File: src/xmlesc_pkg.sv
package xmlesc_pkg;

  localparam int unsigned CpWidth  = 31;
  localparam int unsigned IdxWidth = 4;
  localparam int unsigned NibCount = 8;

  typedef logic [CpWidth-1:0]  cp_t;
  typedef logic [IdxWidth-1:0] idx_t;
  typedef logic [6:0]          ascii_t;

  typedef enum logic [1:0] {
    CtxText = 2'd0,
    CtxAttr = 2'd1,
    CtxCmnt = 2'd2,
    CtxRsvd = 2'd3
  } ctx_e;

  typedef enum logic [2:0] {
    KPlain,
    KLt,
    KGt,
    KAmp,
    KQuot,
    KNum
  } kind_e;

  localparam ascii_t ChAmp  = 7'h26;
  localparam ascii_t ChHash = 7'h23;
  localparam ascii_t ChX    = 7'h78;
  localparam ascii_t ChSemi = 7'h3B;
  localparam ascii_t ChLt   = 7'h3C;
  localparam ascii_t ChGt   = 7'h3E;
  localparam ascii_t ChQuot = 7'h22;
  localparam ascii_t ChL    = 7'h6C;
  localparam ascii_t ChG    = 7'h67;
  localparam ascii_t ChT    = 7'h74;
  localparam ascii_t ChA    = 7'h61;
  localparam ascii_t ChM    = 7'h6D;
  localparam ascii_t ChP    = 7'h70;
  localparam ascii_t ChQ    = 7'h71;
  localparam ascii_t ChU    = 7'h75;
  localparam ascii_t ChO    = 7'h6F;
  localparam ascii_t Ch0    = 7'h30;
  localparam ascii_t ChTab  = 7'h09;
  localparam ascii_t ChLf   = 7'h0A;
  localparam ascii_t ChCr   = 7'h0D;

  localparam cp_t SurLo   = 31'h0000_D800;
  localparam cp_t SurHi   = 31'h0000_DFFF;
  localparam cp_t NonChLo = 31'h0000_FFFE;
  localparam cp_t NonChHi = 31'h0000_FFFF;
  localparam cp_t CpLimit = 31'h0011_0000;
  localparam cp_t CtlMax  = 31'h0000_001F;

  function automatic idx_t named_len(kind_e k);
    idx_t len;
    unique case (k)
      KLt, KGt: len = idx_t'(4);
      KAmp:     len = idx_t'(5);
      KQuot:    len = idx_t'(6);
      default:  len = idx_t'(1);
    endcase
    return len;
  endfunction

  function automatic ascii_t named_char(kind_e k, idx_t idx);
    ascii_t c;
    c = ChSemi;
    if (idx == idx_t'(0)) begin
      c = ChAmp;
    end else begin
      unique case (k)
        KLt: begin
          if (idx == idx_t'(1)) c = ChL;
          else if (idx == idx_t'(2)) c = ChT;
        end
        KGt: begin
          if (idx == idx_t'(1)) c = ChG;
          else if (idx == idx_t'(2)) c = ChT;
        end
        KAmp: begin
          if (idx == idx_t'(1)) c = ChA;
          else if (idx == idx_t'(2)) c = ChM;
          else if (idx == idx_t'(3)) c = ChP;
        end
        KQuot: begin
          if (idx == idx_t'(1)) c = ChQ;
          else if (idx == idx_t'(2)) c = ChU;
          else if (idx == idx_t'(3)) c = ChO;
          else if (idx == idx_t'(4)) c = ChT;
        end
        default: c = ChSemi;
      endcase
    end
    return c;
  endfunction

  function automatic ascii_t hex_char(logic [3:0] nib);
    ascii_t c;
    if (nib < 4'd10) c = Ch0 + ascii_t'(nib);
    else c = ChA + ascii_t'(nib - 4'd10);
    return c;
  endfunction

endpackage

File: src/xml_character_escaper.sv
// XML character escaper: one code point per start, one output character per
// valid_o cycle, last_o marking the final character of each item. The
// receiver cannot stall. Items pass through a three-stage front end
// (input register, classify, emitter) and an output register, in that order,
// before the first character appears. A plain character is emitted as a
// single character; an escaped one holds the emitter for its whole run (a
// named entity or a hexadecimal numeric reference), and busy_o is raised
// while the front stages back up behind it.
module xml_character_escaper
  import xmlesc_pkg::*;
(
  input  logic                 clk_i,
  input  logic                 rst_ni,
  input  logic                 escape_control_we_i,
  input  logic                 escape_control_i,
  input  logic                 start_i,
  output logic                 busy_o,
  input  logic [CpWidth-1:0]   code_point_i,
  input  logic [1:0]           context_req_i,
  output logic                 valid_o,
  output logic [CpWidth-1:0]   out_char_o,
  output logic                 last_o
);

  logic esc_ctl_q;

  logic  s1_valid_q;
  cp_t   s1_cp_q;
  ctx_e  s1_ctx_q;

  logic  s2_valid_q;
  kind_e s2_kind_q;
  cp_t   s2_cp_q;
  idx_t  s2_ndig_q;

  logic         em_valid_q;
  kind_e        em_kind_q;
  cp_t          em_cp_q;
  logic [31:0]  em_dig_q;
  idx_t         em_idx_q;
  idx_t         em_len_q;

  logic  out_valid_q;
  cp_t   out_char_q;
  logic  out_last_q;

  logic  em_last, em_free, s2_free, accept;
  kind_e kind_d;
  idx_t  ndig_d;
  cp_t   em_char;
  idx_t  sh;
  logic [31:0] aligned;

  assign em_last = em_idx_q == (em_len_q - idx_t'(1));
  assign em_free = !em_valid_q || em_last;
  assign s2_free = !s2_valid_q || em_free;
  assign busy_o  = s1_valid_q && !s2_free;
  assign accept  = start_i && !busy_o;

  // classify
  always_comb begin
    logic bad, ctl, low;
    logic [31:0] cp_w;
    bad = (s1_cp_q >= SurLo && s1_cp_q <= SurHi) ||
          (s1_cp_q >= NonChLo && s1_cp_q <= NonChHi) || (s1_cp_q >= CpLimit);
    low = s1_cp_q <= CtlMax;
    ctl = s1_cp_q == cp_t'(ChTab) || s1_cp_q == cp_t'(ChLf) ||
          s1_cp_q == cp_t'(ChCr);
    kind_d = KPlain;
    if (s1_cp_q == cp_t'(ChLt)) begin
      kind_d = KLt;
    end else if (s1_cp_q == cp_t'(ChGt)) begin
      kind_d = KGt;
    end else begin
      unique case (s1_ctx_q)
        CtxCmnt: kind_d = KPlain;
        CtxAttr: begin
          if (s1_cp_q == cp_t'(ChQuot)) kind_d = KQuot;
          else if (s1_cp_q == cp_t'(ChAmp)) kind_d = KAmp;
          else if (low || bad) kind_d = KNum;
        end
        default: begin
          if (s1_cp_q == cp_t'(ChAmp)) kind_d = KAmp;
          else if ((low && !ctl) || bad || (ctl && esc_ctl_q)) kind_d = KNum;
        end
      endcase
    end
    cp_w   = {1'b0, s1_cp_q};
    ndig_d = idx_t'(1);
    for (int i = 0; i < NibCount; i++) begin
      if (cp_w[4*i +: 4] != 4'd0) ndig_d = idx_t'(i + 1);
    end
  end

  assign sh      = idx_t'(NibCount) - s2_ndig_q;
  assign aligned = {1'b0, s2_cp_q} << {sh, 2'b00};

  always_comb begin
    em_char = em_cp_q;
    if (em_kind_q == KNum) begin
      if (em_idx_q == idx_t'(0)) em_char = cp_t'(ChAmp);
      else if (em_idx_q == idx_t'(1)) em_char = cp_t'(ChHash);
      else if (em_idx_q == idx_t'(2)) em_char = cp_t'(ChX);
      else if (em_last) em_char = cp_t'(ChSemi);
      else em_char = cp_t'(hex_char(em_dig_q[31:28]));
    end else if (em_kind_q != KPlain) begin
      em_char = cp_t'(named_char(em_kind_q, em_idx_q));
    end
  end

  always_ff @(posedge clk_i or negedge rst_ni) begin
    if (!rst_ni) begin
      esc_ctl_q   <= 1'b0;
      s1_valid_q  <= 1'b0;
      s2_valid_q  <= 1'b0;
      em_valid_q  <= 1'b0;
      em_idx_q    <= '0;
      out_valid_q <= 1'b0;
    end else begin
      if (escape_control_we_i) esc_ctl_q <= escape_control_i;
      if (!busy_o) s1_valid_q <= accept;
      if (s2_free) s2_valid_q <= s1_valid_q;
      if (em_free) begin
        em_valid_q <= s2_valid_q;
        em_idx_q   <= '0;
      end else begin
        em_idx_q <= em_idx_q + idx_t'(1);
      end
      out_valid_q <= em_valid_q;
    end
  end

  always_ff @(posedge clk_i) begin
    if (accept) begin
      s1_cp_q  <= code_point_i;
      s1_ctx_q <= ctx_e'(context_req_i);
    end
    if (s2_free) begin
      s2_kind_q <= kind_d;
      s2_cp_q   <= s1_cp_q;
      s2_ndig_q <= ndig_d;
    end
    if (em_free) begin
      em_kind_q <= s2_kind_q;
      em_cp_q   <= s2_cp_q;
      em_dig_q  <= aligned;
      em_len_q  <= (s2_kind_q == KNum) ? s2_ndig_q + idx_t'(4) : named_len(s2_kind_q);
    end else if (em_kind_q == KNum && em_idx_q >= idx_t'(3)) begin
      em_dig_q <= {em_dig_q[27:0], 4'd0};
    end
    out_char_q <= em_char;
    out_last_q <= em_last;
  end

  assign valid_o    = out_valid_q;
  assign out_char_o = out_char_q;
  assign last_o     = out_last_q;

endmodule
File: config.mk
export PLATFORM = sky130hd
export DESIGN_NAME = xml_character_escaper
export DESIGN_NICKNAME = d
export VERILOG_FILES = /design/src/xmlesc_pkg.sv /design/src/xml_character_escaper.sv
export SDC_FILE = /design/constraint.sdc
export NUM_CORES = 1
export LEC_CHECK = 0
export ABC_AREA = 1
export BUFFER_PORTS_ARGS = -buffer_cell sky130_fd_sc_hd__buf_2
export CORE_UTILIZATION = 59
export DETAILED_ROUTE_END_ITERATION = 12
export PLACE_DENSITY = 0.8
export SYNTH_ARGS = -nofsm -noshare
export SYNTH_HDL_FRONTEND = slang
export SYNTH_SLANG_ARGS = --single-unit
File: constraint.sdc
create_clock -name clk_i -period 2.8 [get_ports clk_i]
set_input_delay 0.56 -clock clk_i [delete_from_list [all_inputs] [get_ports clk_i]]
set_output_delay 0.56 -clock clk_i [all_outputs]
set_load 0.01 [all_outputs]
# Word level (Yosys, flattened, before mapping)
# Cells that the tools add are included.
# op_classes
n_shift	1
eq_ne	24
mux	37
n_reduce_logical	33
add_sub_neg	7
order_cmp	8
# ops
operator	n
== test 31 x 6 -> 1 bit (second input constant)	4
two-way mux 7 bit	16
== test 31 x 4 -> 1 bit (second input constant)	3
two-way mux 32 bit	2
greater-or-equal comparator 31 x 16 -> 1 bit (second input constant)	2
less-or-equal comparator 31 x 16 -> 1 bit (second input constant)	2
two-way mux 31 bit	2
left shift 31 x 6 -> 32 bit	1
greater-or-equal comparator 31 x 21 -> 1 bit (second input constant)	1
less-or-equal comparator 31 x 5 -> 1 bit (second input constant)	1
two-way mux 4 bit	7
case mux 7 bit (4 select lines)	1
nonzero test 4 bit	6
two-way mux 3 bit	5
== test 3 x 2 -> 1 bit (second input constant)	4
== test 3 bit (second input constant)	4
logical OR 1 bit	9
case mux 3 bit (3 select lines)	1
== test 4 x 2 -> 1 bit (second input constant)	2
adder 6 x 4 -> 7 bit (first input constant)	1
adder 6 x 5 -> 7 bit (first input constant)	1
logical AND 1 bit	7
== test 3 x 1 -> 1 bit (second input constant)	2
case mux 3 bit (2 select lines)	1
other kinds (18)	25
# word_totals
output_inout_bits	34
wordCells	128
in_bits	38
reg_bits	182

# Depth between registers and ports, before layout
# Gate-level depths: netlist of the first run.
# logic_depth
depth_word	11
ltp_mapped	12
depth_no_buf	12

# Worst setup path before layout of the first run
# Ideal clock, no wire load.
# synth_path
kind	reg2reg
startpoint	register em_len_q[0]
endpoint	register em_dig_q[0], enable pin
arrival_time_ps	2089
n_path_buf	1
required_ps	2411
period_less_slack_ps	2478
setup_ps	389
stages_incl_launch_ff	10
slack_ps	322
path_cell_list	edfxtp_1 -> inv_1 -> ha_1 -> xnor2_1 -> a21oi_1 -> nand3_2 -> nand2_2 -> inv_2 -> buf_6 -> nand2_1
# synth_between
elab_chain_cells	4
# synth_rtl
element	line_no	rtl
start, declared	xml_character_escaper.sv:41	idx_t em_len_q;
start signal, assigned	xml_character_escaper.sv:147	em_len_q <= (s2_kind_q == KNum) ? s2_ndig_q + idx_t'(4) : named_len(s2_kind_q);
subtractor 4 x 1 -> 4 bit	xml_character_escaper.sv:54	assign em_last = em_idx_q == (em_len_q - idx_t'(1));
== test 4 bit	xml_character_escaper.sv:54	
logical OR 1 bit	xml_character_escaper.sv:55	assign em_free = !em_valid_q || em_last;
nonzero test 2 bit (no source line)	--	
end signal, assigned	xml_character_escaper.sv:146	em_dig_q <= aligned;
end signal, assigned	xml_character_escaper.sv:149	em_dig_q <= {em_dig_q[27:0], 4'd0};
end, declared	xml_character_escaper.sv:39	logic [31:0] em_dig_q;
# Every way passes these cells.
# A chain may end at the register's enable or synchronous reset.

# Worst setup path in the final report of the first run
# layout_path
startpoint	register em_len_q[0]
endpoint	output port busy_o
# layout_between
elab_chain_cells	6
# layout_rtl
element	line_no	rtl
subtractor 4 x 1 -> 4 bit	xml_character_escaper.sv:54	
== test 4 bit	xml_character_escaper.sv:54	
logical OR 1 bit	xml_character_escaper.sv:55	
logical OR 1 bit	xml_character_escaper.sv:56	assign s2_free = !s2_valid_q || em_free;
zero test 1 bit	xml_character_escaper.sv:57	assign busy_o = s1_valid_q && !s2_free;
logical AND 1 bit	xml_character_escaper.sv:57	
end, declared	xml_character_escaper.sv:17	output logic busy_o,
# Every way passes these cells.

==> results of run 1 <==
## logic make-up (layout without fill, tap and decap cells)
group           after synthesis  count (layout)  share of synthesized area (%)
buf+inv                     129             226                           6.58
flops                       182             182                           62.6
xor+xnor                     12              12                           1.52
compound gates              135             135                           9.55
simple gates                343             343                           17.5
mux                           5               5                          0.614
fa+ha+maj                    11              11                           1.69
## final cells by class
type                       instances  area (sq um)  area share [%]
timing repair buffer              89           518            5.52
inverter                         105           394            4.20
clock inverter                     9           113            1.20
tap                              176           220            2.35
clock buffer                      23           500            5.33
multi-input combinational        506          2540            27.0
sequential                       182          5100            54.4
## metal layers
metal | wire [microns] | global-route usage (%) | part of all wire (%) | up-vias
li1 | - | - | - | 2916
met1 | 6800 | 31.4 | 42 | 2653
met2 | 7810 | 40.2 | 48 | 230
met3 | 1040 | 6.04 | 6.4 | 48
met4 | 531 | 12.8 | 3.3 | 0
met5 | 0 | 0 | 0 | -
## sequential cells by signal, indices dropped and copies added, names as in the netlist
name / cells
out_char_o: 31
s2_valid_q: 1
em_len_q: 4
esc_ctl_q: 1
s1_cp_q: 31
valid_o: 1
s2_kind_q: 3
s1_ctx_q: 2
s2_ndig_q: 4
s2_cp_q: 31
last_o: 1
em_cp_q: 31
em_kind_q: 3
em_idx_q: 4
em_valid_q: 1
em_dig_q: 32
s1_valid_q: 1
## layout by cell type (no fill, tap or decap), types with 3 or more instances in the layout
cell type	n
clkbuf_16	19
clkinv_4	3
inv_1	101
o21ai_2	6
or2_2	4
edfxtp_1	141
nand2_2	4
dfrtp_1	9
o311ai_0	5
o22ai_1	5
o211ai_1	8
clkbuf_1	3
a211oi_1	3
xnor2_1	6
xor2_1	5
mux2i_1	5
a21oi_1	27
o21ai_0	66
nand4_1	10
nor2_1	110
nor3_1	11
dfxtp_1	32
nand3_1	33
inv_2	3
o21ai_1	4
buf_4	15
nand2_1	162
ha_1	11
buf_2	71
## worst max-delay path, stage by stage (launching register included)
cell and delay (ps):
edfxtp_1 400, inv_1 90, ha_1 240, xnor2_1 130, a21oi_1 150, nand3_2 160, nand2_8 160, nor2_4 50
nand2_1 90, inv_1 50, buf_2 140
## worst paths after layout
kind                                     endpoint  slack, ps  cells after the start
setup / recovery                           busy_o        150                     10
hold / removal              s1_cp_q[12]$_DFFE_PP_        300                      1
setup reg to reg            em_dig_q[7]$_DFFE_PP_        500                      9
hold reg to reg             s2_cp_q[26]$_DFFE_PP_        440                      0
max in group asynchronous   esc_ctl_q$_DFFE_PN0P_       2100                      2
min in group asynchronous  s2_valid_q$_DFFE_PN0P_        510                      2
## power by group through the flow
stage	combinational [mW]	sequential, mW	clock, mW
global placement	3.08	4.47	0
floorplan	2.28	4.38	0
CTS	3.17	4.45	2.44
detailed placement	3.13	4.50	0
global route	3.65	4.53	2.54
finish	3.22	4.45	2.41
## timing repair
action / in CTS / in global routing
hold endpoints to repair: 9 / 0
setup buffers: 0 / 1
gates resized for setup: 2 / 2
setup endpoints to repair: 1 / 1
cloned: 0 / 0
hold buffers: 1 / 0
## per-stage QoR
stage	area (sq um)	total power, mW	utilization, %
floorplan	8150	6.66	-
global placement	8730	7.55	65.4
detailed placement	8730	7.63	65.4
CTS	9360	10.1	70.1
global route	9380	10.7	70.3
finish	9380	10.1	70.3
==> reports/metrics.yaml, run 1 <==
floorplanning:
  die_w_microns: 120
  die_h_microns: 120
  initial_core_util_pct: 61.1
  rows: 42
  io-pin-count: 72
  dieArea_sq_um: 14300
  core_area_sq_um: 13300
yosys:
  synthCells: 817
  yosysTopAreaCellShare_pct: 51.9
  synth.most_common_cell: "nand2_1"
  synth_common_cells: "nand2_1, edfxtp_1, nor2_1"
  synth_cell_types: 41
  syn_area_per_cell_sq_um: 9.98
  syn_area_sq_um: 8150
  synth-seq-area-share_pct: 62.6
  synth.area.top_cells: "edfxtp_1, dfxtp_1, nand2_1, nor2_1, inv_1"
  ys_warn_count: 0
  synth_flop_cell: "edfxtp_1"
  post-synth-top-area-cell: "edfxtp_1"
  synth_seq_cells: 182
  syn_nets: 866
  synth-edff-count: 141
  synthArstFlopShare_pct: 4.95
route:
  drc: 0
  drt-initial-drc-count: 510
  vias: 5847
  drt-total-wl_microns: 16200
  via_per_inst: 5.36
  drt-pass1-iter-count: 6
  wl_per_cell_microns: 14.8
  ant_nets: 0
clocking:
  cts_max_level: 4
  clockBufferDepth: 2
  cts_root_buf: "clkbuf_16"
  clock_sinks: 182
  clk_latency_ps: 430
  cts_buffers: 17
  cts.clk_slew.worst_paths_ps: 60
  cts_tree: "yes"
worst_hold_path:
  min_path_type: "in -> reg"
  hp-start: "code_point_i[12]"
worst_setup_path:
  crit_fanout: 13
  r2r_start: "em_len_q[0]$_DFFE_PN_"
  end_kind: "primary output"
  crit_path_start_kind: "flop"
  crit_type: "reg -> out"
  crit_required_ps: 2240
  cp-startpoint: "em_len_q[0]$_DFFE_PN_"
  cp.arrival_ps: 2090
pwr:
  power.share.combinational_pct: 31.9
  intPower_mw: 6.51
  swShare_pct: 35.5
  p_leak_nw: 3.95
  seqPwrFrac_pct: 44.1
  power_switching_mw: 3.58
  powerDensity_nw_per_um2: 1080
  ir_drop_uv: 560
  p_clk_share_pct: 23.9
run:
  cap_violations: 0
timing:
  period_share_pct: 94.7
  hold_viol: 0
  fmax_mhz: 377
  relSlewSlack_pct: 56.6
  skew_ps: 7.30
  drv_slew: 0
  rsz0062_at_grt: "no"
  setup_viol: 0
  setup_tns_ps: 0
  worst_pin_slew_ps: 650
  fin_hold_ws_ps: 298
  setup_ws_ps: 148
  min_period_ps: 2650
layout:
  layout.nets: 950
  antenna_cells: 0
  area_delta_synth_final_pct: 15.1
  layout-drive-gt1-share_pct: 15.4
  fill_cells: 1002
  stdcell_count: 1090
status:
  status: "finished, final reports clean"
place:
  gp_congestion: 0.938
  hpwl_microns: 11700
  post-place-ws_ps: 401
  io_buffer_count: 71
  dp.cells: 1056
grt:
  grt_util_all_layers_pct: 24.9
  grt_max_degree: 41
  grt_pass1_vias: 5585
  grt_antenna_before_repair: 0
  grt_pass1_wl_microns: 26800
  overflow: 0
No activity file was read; power rests on OpenSTA's default activity.
==> run 2, diff against run 1 <==
- ABC_AREA: 1 -> default
- CORE_UTILIZATION: 59 -> 62
- PLACE_DENSITY: 0.8 -> 0.84
- clock period: 2.8 -> 3.2 ns (I/O delays scaled with it)
==> reports/metrics.yaml, run 2 <==
layout:
  fill_cells: 822
  area_delta_synth_final_pct: 14.1
  final_common_cell: "edfxtp_1"
  largest_register_ffs: 32
  mostFrequentLayoutCells: "edfxtp_1, buf_2, nand2_1"
  antenna_cells: 0
  layout.nets: 714
  regMostFlops: "em_dig_q"
  layout-drive-gt1-share_pct: 21.2
yosys:
  syn_nets: 646
  synth-seq-area-share_pct: 64.6
  synth-edff-count: 141
  synth_flop_cell: "edfxtp_1"
  synthArstFlopShare_pct: 4.95
  post-synth-top-area-cell: "edfxtp_1"
  synth.area.top_cells: "edfxtp_1, dfxtp_1, mux2i_1, dfrtp_1, and3_1"
  ys_warn_count: 0
  syn_area_per_cell_sq_um: 13.2
  yosysTopAreaCellShare_pct: 53.6
  synthCells: 597
  synth_cell_types: 72
  syn_area_sq_um: 7900
  synth.most_common_cell: "edfxtp_1"
  synth_seq_cells: 182
  synth_common_cells: "edfxtp_1, nand2_1, and3_1"
route:
  wl_per_cell_microns: 19.5
  ant_nets: 0
  drc: 0
  drt-total-wl_microns: 16500
  via_per_inst: 6.19
  drt-pass1-iter-count: 6
  vias: 5233
  drt-initial-drc-count: 577
status:
  status: "finished, final reports clean"
timing:
  worst_pin_slew_ps: 743
  relSlewSlack_pct: 50.0
  skew_ps: 12.5
  fmax_mhz: 346
  rsz0062_at_grt: "no"
  min_period_ps: 2890
  setup_viol: 0
  hold_viol: 0
  period_share_pct: 90.3
  setup_tns_ps: 0
  drv_slew: 0
  fin_hold_ws_ps: 49.6
worst_setup_path:
  r2r-end: "em_dig_q[26]$_DFFE_PP_"
  r2r_start: "s2_ndig_q[0]$_SDFFCE_PP0P_"
  cp.arrival_ps: 2250
  crit_fanout: 13
  crit_required_ps: 2560
  crit_path_start_kind: "flop"
  r2r_slack_ps: 650
  crit_type: "reg -> out"
  reg2reg_depth: 7
  end_kind: "primary output"
clocking:
  cts_max_level: 4
  clock_sinks: 182
  cts_root_buf: "clkbuf_16"
  cts_buffers: 17
  clockBufferDepth: 2
  cts-hold-fix-buffers: 0
  clk_latency_ps: 440
  cts_tree: "yes"
  cts.clk_slew.worst_paths_ps: 70
pwr:
  ir_drop_uv: 703
  p_leak_nw: 3.45
  powerDensity_nw_per_um2: 1030
floorplanning:
  initial_core_util_pct: 64.7
  rows: 40
  dieArea_sq_um: 13200
  die_w_microns: 115
  die_h_microns: 115
  core_area_sq_um: 12200
  io-pin-count: 72
grt:
  overflow: 0
  grt_pass1_vias: 5021
  grt_pass1_wl_microns: 26100
  grt_max_degree: 42
  grt_util_all_layers_pct: 27.0
  grt_antenna_before_repair: 0
place:
  hpwl_microns: 11300
  io_buffer_count: 71
  gp_congestion: 0.875
run:
  cap_violations: 0
worst_hold_path:
  min_path_type: "in -> async"
==> run 2: cell type report <==
| type | instances | area, sq um | area share [%] |
|---|---|---|---|
| Clock buffer | 17 | 425 | 4.72 |
| Inverter | 18 | 67.6 | 0.750 |
| Clock inverter | 15 | 159 | 1.76 |
| Timing Repair Buffer | 86 | 468 | 5.19 |
| Sequential cell | 182 | 5100 | 56.6 |
| Tap cell | 168 | 210 | 2.33 |
| Multi-Input combinational cell | 360 | 2580 | 28.6 |
==> run 2: report_power, final <==
part | internal, mW | total, mW | switching, mW
Sequential | 3.61 | 4.15 | 0.542
Combinational | 1.21 | 3.12 | 1.91
Clock | 1.11 | 2.05 | 0.944
==> run 2: metal layers <==
| metal | share of wire (%) | GRT usage (%) | vias up |
|---|---|---|---|
| li1 | - | - | 2426 |
| met2 | 49 | 42.8 | 273 |
| met5 | 0 | 0 | - |
| met3 | 8.1 | 5.90 | 39 |
| met4 | 2.6 | 13.0 | 0 |
| met1 | 40 | 36.0 | 2495 |
==> run 2: kinds of logic after synthesis <==
family | share of synthesized area (%)
AOI/OAI and AO/OA | 11.7
xor gates and xnor gates | 1.73
adders and majority gates | 1.74
buffers and inverters | 2.80
DFF | 64.6
muxes | 6.15
and+or+nand+nor | 11.4
==> run 2: how the worst max path moves through the flow <==
stage,cells after the start,slack (ps),end,startpoint
6_report,7,310,busy_o,em_len_q[0]$_DFFE_PN_
2_1_floorplan,8,420,em_dig_q[0]$_SDFFCE_PP0P_,em_len_q[0]$_DFFE_PN_
4_1_cts,7,120,busy_o,em_len_q[0]$_DFFE_PN_
5_1_grt,7,170,busy_o,em_len_q[0]$_DFFE_PN_
3_3_place_gp,7,660,busy_o,em_len_q[0]$_DFFE_PN_
3_5_place_dp,7,600,busy_o,em_len_q[0]$_DFFE_PN_
==> run 2: per-stage QoR <==
step | cells | util, % | instance area, sq um | worst slack (ps) | total power [mW]
after floorplan | 597 | - | 7900 | 419 | 6.25
after global placement | 814 | 69.0 | 8430 | 661 | 7.09
after detailed placement | 814 | 69.0 | 8430 | 603 | 7.23
after CTS | 846 | 73.8 | 9010 | 123 | 9.29
after global routing | 846 | 73.8 | 9010 | 173 | 9.78
final | 846 | 73.8 | 9010 | 310 | 9.32
==> run 2: repair_timing <==
item,4_1_cts,5_1_grt
setup endpoints to repair,0,1
resized for setup,0,1
setup buffers,0,0
==> run 2: worst max-delay path, stage by stage, from the launching register on <==
cell	delay, ps
edfxtp_1	420
inv_1	80
ha_1	150
xnor3_1	380
nand3_1	110
o21a_2	280
and3_1	250
buf_2	150
==> run 3, diff against run 2 <==
- CORE_UTILIZATION: 62 -> 59
- PLACE_DENSITY: 0.84 -> 0.8
- SKIP_CTS_REPAIR_TIMING: default -> 1
- clock period: 3.2 -> 2.7 ns (I/O delays scaled with it)
==> reports/metrics.yaml, run 3 (same netlist as run 2, synthesis figures left out) <==
status:
  status: "finished, final reports clean"
layout:
  fill_cells: 862
  layout-drive-gt1-share_pct: 22.4
  antenna_cells: 0
  largest_register_ffs: 32
  final_common_cell: "edfxtp_1"
  regMostFlops: "em_dig_q"
  area_delta_synth_final_pct: 16.5
  layout.nets: 722
  fin_util_pct: 71.8
  mostFrequentLayoutCells: "edfxtp_1, buf_2, nand2_1"
  design_area_sq_um: 9200
  stdcell_count: 858
clocking:
  cts_max_level: 4
  cts_root_buf: "clkbuf_16"
  clk_latency_ps: 430
  cts_tree: "yes"
  cts.clk_slew.worst_paths_ps: 70
  clock_sinks: 182
  clockBufferDepth: 2
  cts_buffers: 17
timing:
  relSlewSlack_pct: 56.5
  drv_slew: 0
  skew_ps: 7.46
  setup_viol: 0
  fin_hold_ws_ps: 282
  setup_ws_ps: 146
  worst_pin_slew_ps: 644
  rsz0062_at_grt: "no"
  min_period_ps: 2550
  fmax_mhz: 392
  period_share_pct: 94.6
  hold_viol: 0
route:
  vias: 5215
  wl_per_cell_microns: 19.2
  drt-pass1-iter-count: 5
  ant_nets: 0
  drt-initial-drc-count: 458
  drc: 0
  drt-total-wl_microns: 16500
  via_per_inst: 6.08
worst_hold_path:
  min_path_type: "in -> reg"
pwr:
  p_leak_nw: 3.53
  powerDensity_nw_per_um2: 1250
  ir_drop_uv: 826
grt:
  overflow: 0
  grt_antenna_before_repair: 0
  grt_pass1_wl_microns: 26700
  grt_max_degree: 48
  grt_util_all_layers_pct: 25.4
  grt_pass1_vias: 5139
place:
  hpwl_microns: 11400
  dp.cells: 824
  post-place-ws_ps: 231
  gp_congestion: 0.888
  placed_cell_area_sq_um: 8520
  io_buffer_count: 71
worst_setup_path:
  end_kind: "primary output"
  crit_required_ps: 2160
  crit_fanout: 3
  crit_path_start_kind: "flop"
  crit_type: "reg -> out"
  cp.arrival_ps: 2010
floorplanning:
  rows: 41
  core_area_sq_um: 12800
  dieArea_sq_um: 13900
  die_h_microns: 118
  io-pin-count: 72
  initial_core_util_pct: 61.6
  die_w_microns: 118
run:
  cap_violations: 0
-- run 3: cell types whose count changed in the layout (fill, tap and decap cells not counted), sizes merged --
cell	delta
clkbuf	+1
bufinv	+4
clkinvlp	+1
inv	-6
dlygate4sd3	+1
buf	+7
-- run 3: power by group --
group | internal (mW) | total (mW) | leakage (nW) | switching, mW
registers | 4.27 | 4.91 | 1.64 | 0.643
logic | 1.58 | 3.86 | 1.57 | 2.28
clock network | 1.65 | 2.70 | 0.315 | 1.05
-- run 3: path summary, 6_finish.rpt --
path,startpoint,end,slack [ps],cells past startpoint
setup / recovery,em_len_q[0]$_DFFE_PN_,busy_o,150,7
hold / removal,code_point_i[11],s1_cp_q[11]$_DFFE_PP_,280,1
setup reg to reg,em_len_q[0]$_DFFE_PN_,em_dig_q[14]$_DFFE_PP_,240,8
hold reg to reg,em_valid_q$_DFFE_PN0N_,valid_o$_DFF_PN0_,390,0
max in group asynchronous,rst_ni,em_idx_q[2]$_DFF_PN0_,2010,2
min in group asynchronous,rst_ni,em_idx_q[0]$_DFF_PN0_,480,2
-- run 3: layout make-up --
cell class                      count  area (sq um)  share of cell area, %
Timing Repair Buffer               94           568                   6.17
Multi-Input combinational cell    360          2600                   28.2
Clock inverter                     14           221                   2.41
Inverter                           18          71.3                  0.775
Clock buffer                       18           429                   4.66
Sequential cell                   182          5100                   55.4
Tap cell                          172           215                   2.34
-- run 3: metrics by stage --
step | TNS (ps) | power (mW)
2_1_floorplan | 0 | 7.41
3_3_place_gp | 0 | 8.54
3_5_place_dp | 0 | 8.70
4_1_cts | -37.8 | 11.4
5_1_grt | 0 | 12.1
6_report | 0 | 11.5
-- run 3: critical path, cell delays in order, from the launching register on --
cell and delay (ps):
edfxtp_1 390, inv_1 60, ha_1 310, xor2_1 190, nand3_2 90, o21a_1 240
and3_4 180, buf_2 130
-- run 3: layer usage --
| metal | share of wire (%) | vias to the layer above | routed length (microns) | track usage [%] |
|---|---|---|---|---|
| li1 | - | 2446 | - | - |
| met1 | 42 | 2508 | 6940 | 33.1 |
| met2 | 48 | 217 | 7850 | 39.3 |
| met3 | 7.2 | 44 | 1190 | 7.80 |
| met4 | 3.0 | 0 | 502 | 11.5 |
| met5 | 0 | - | 0 | 0 |
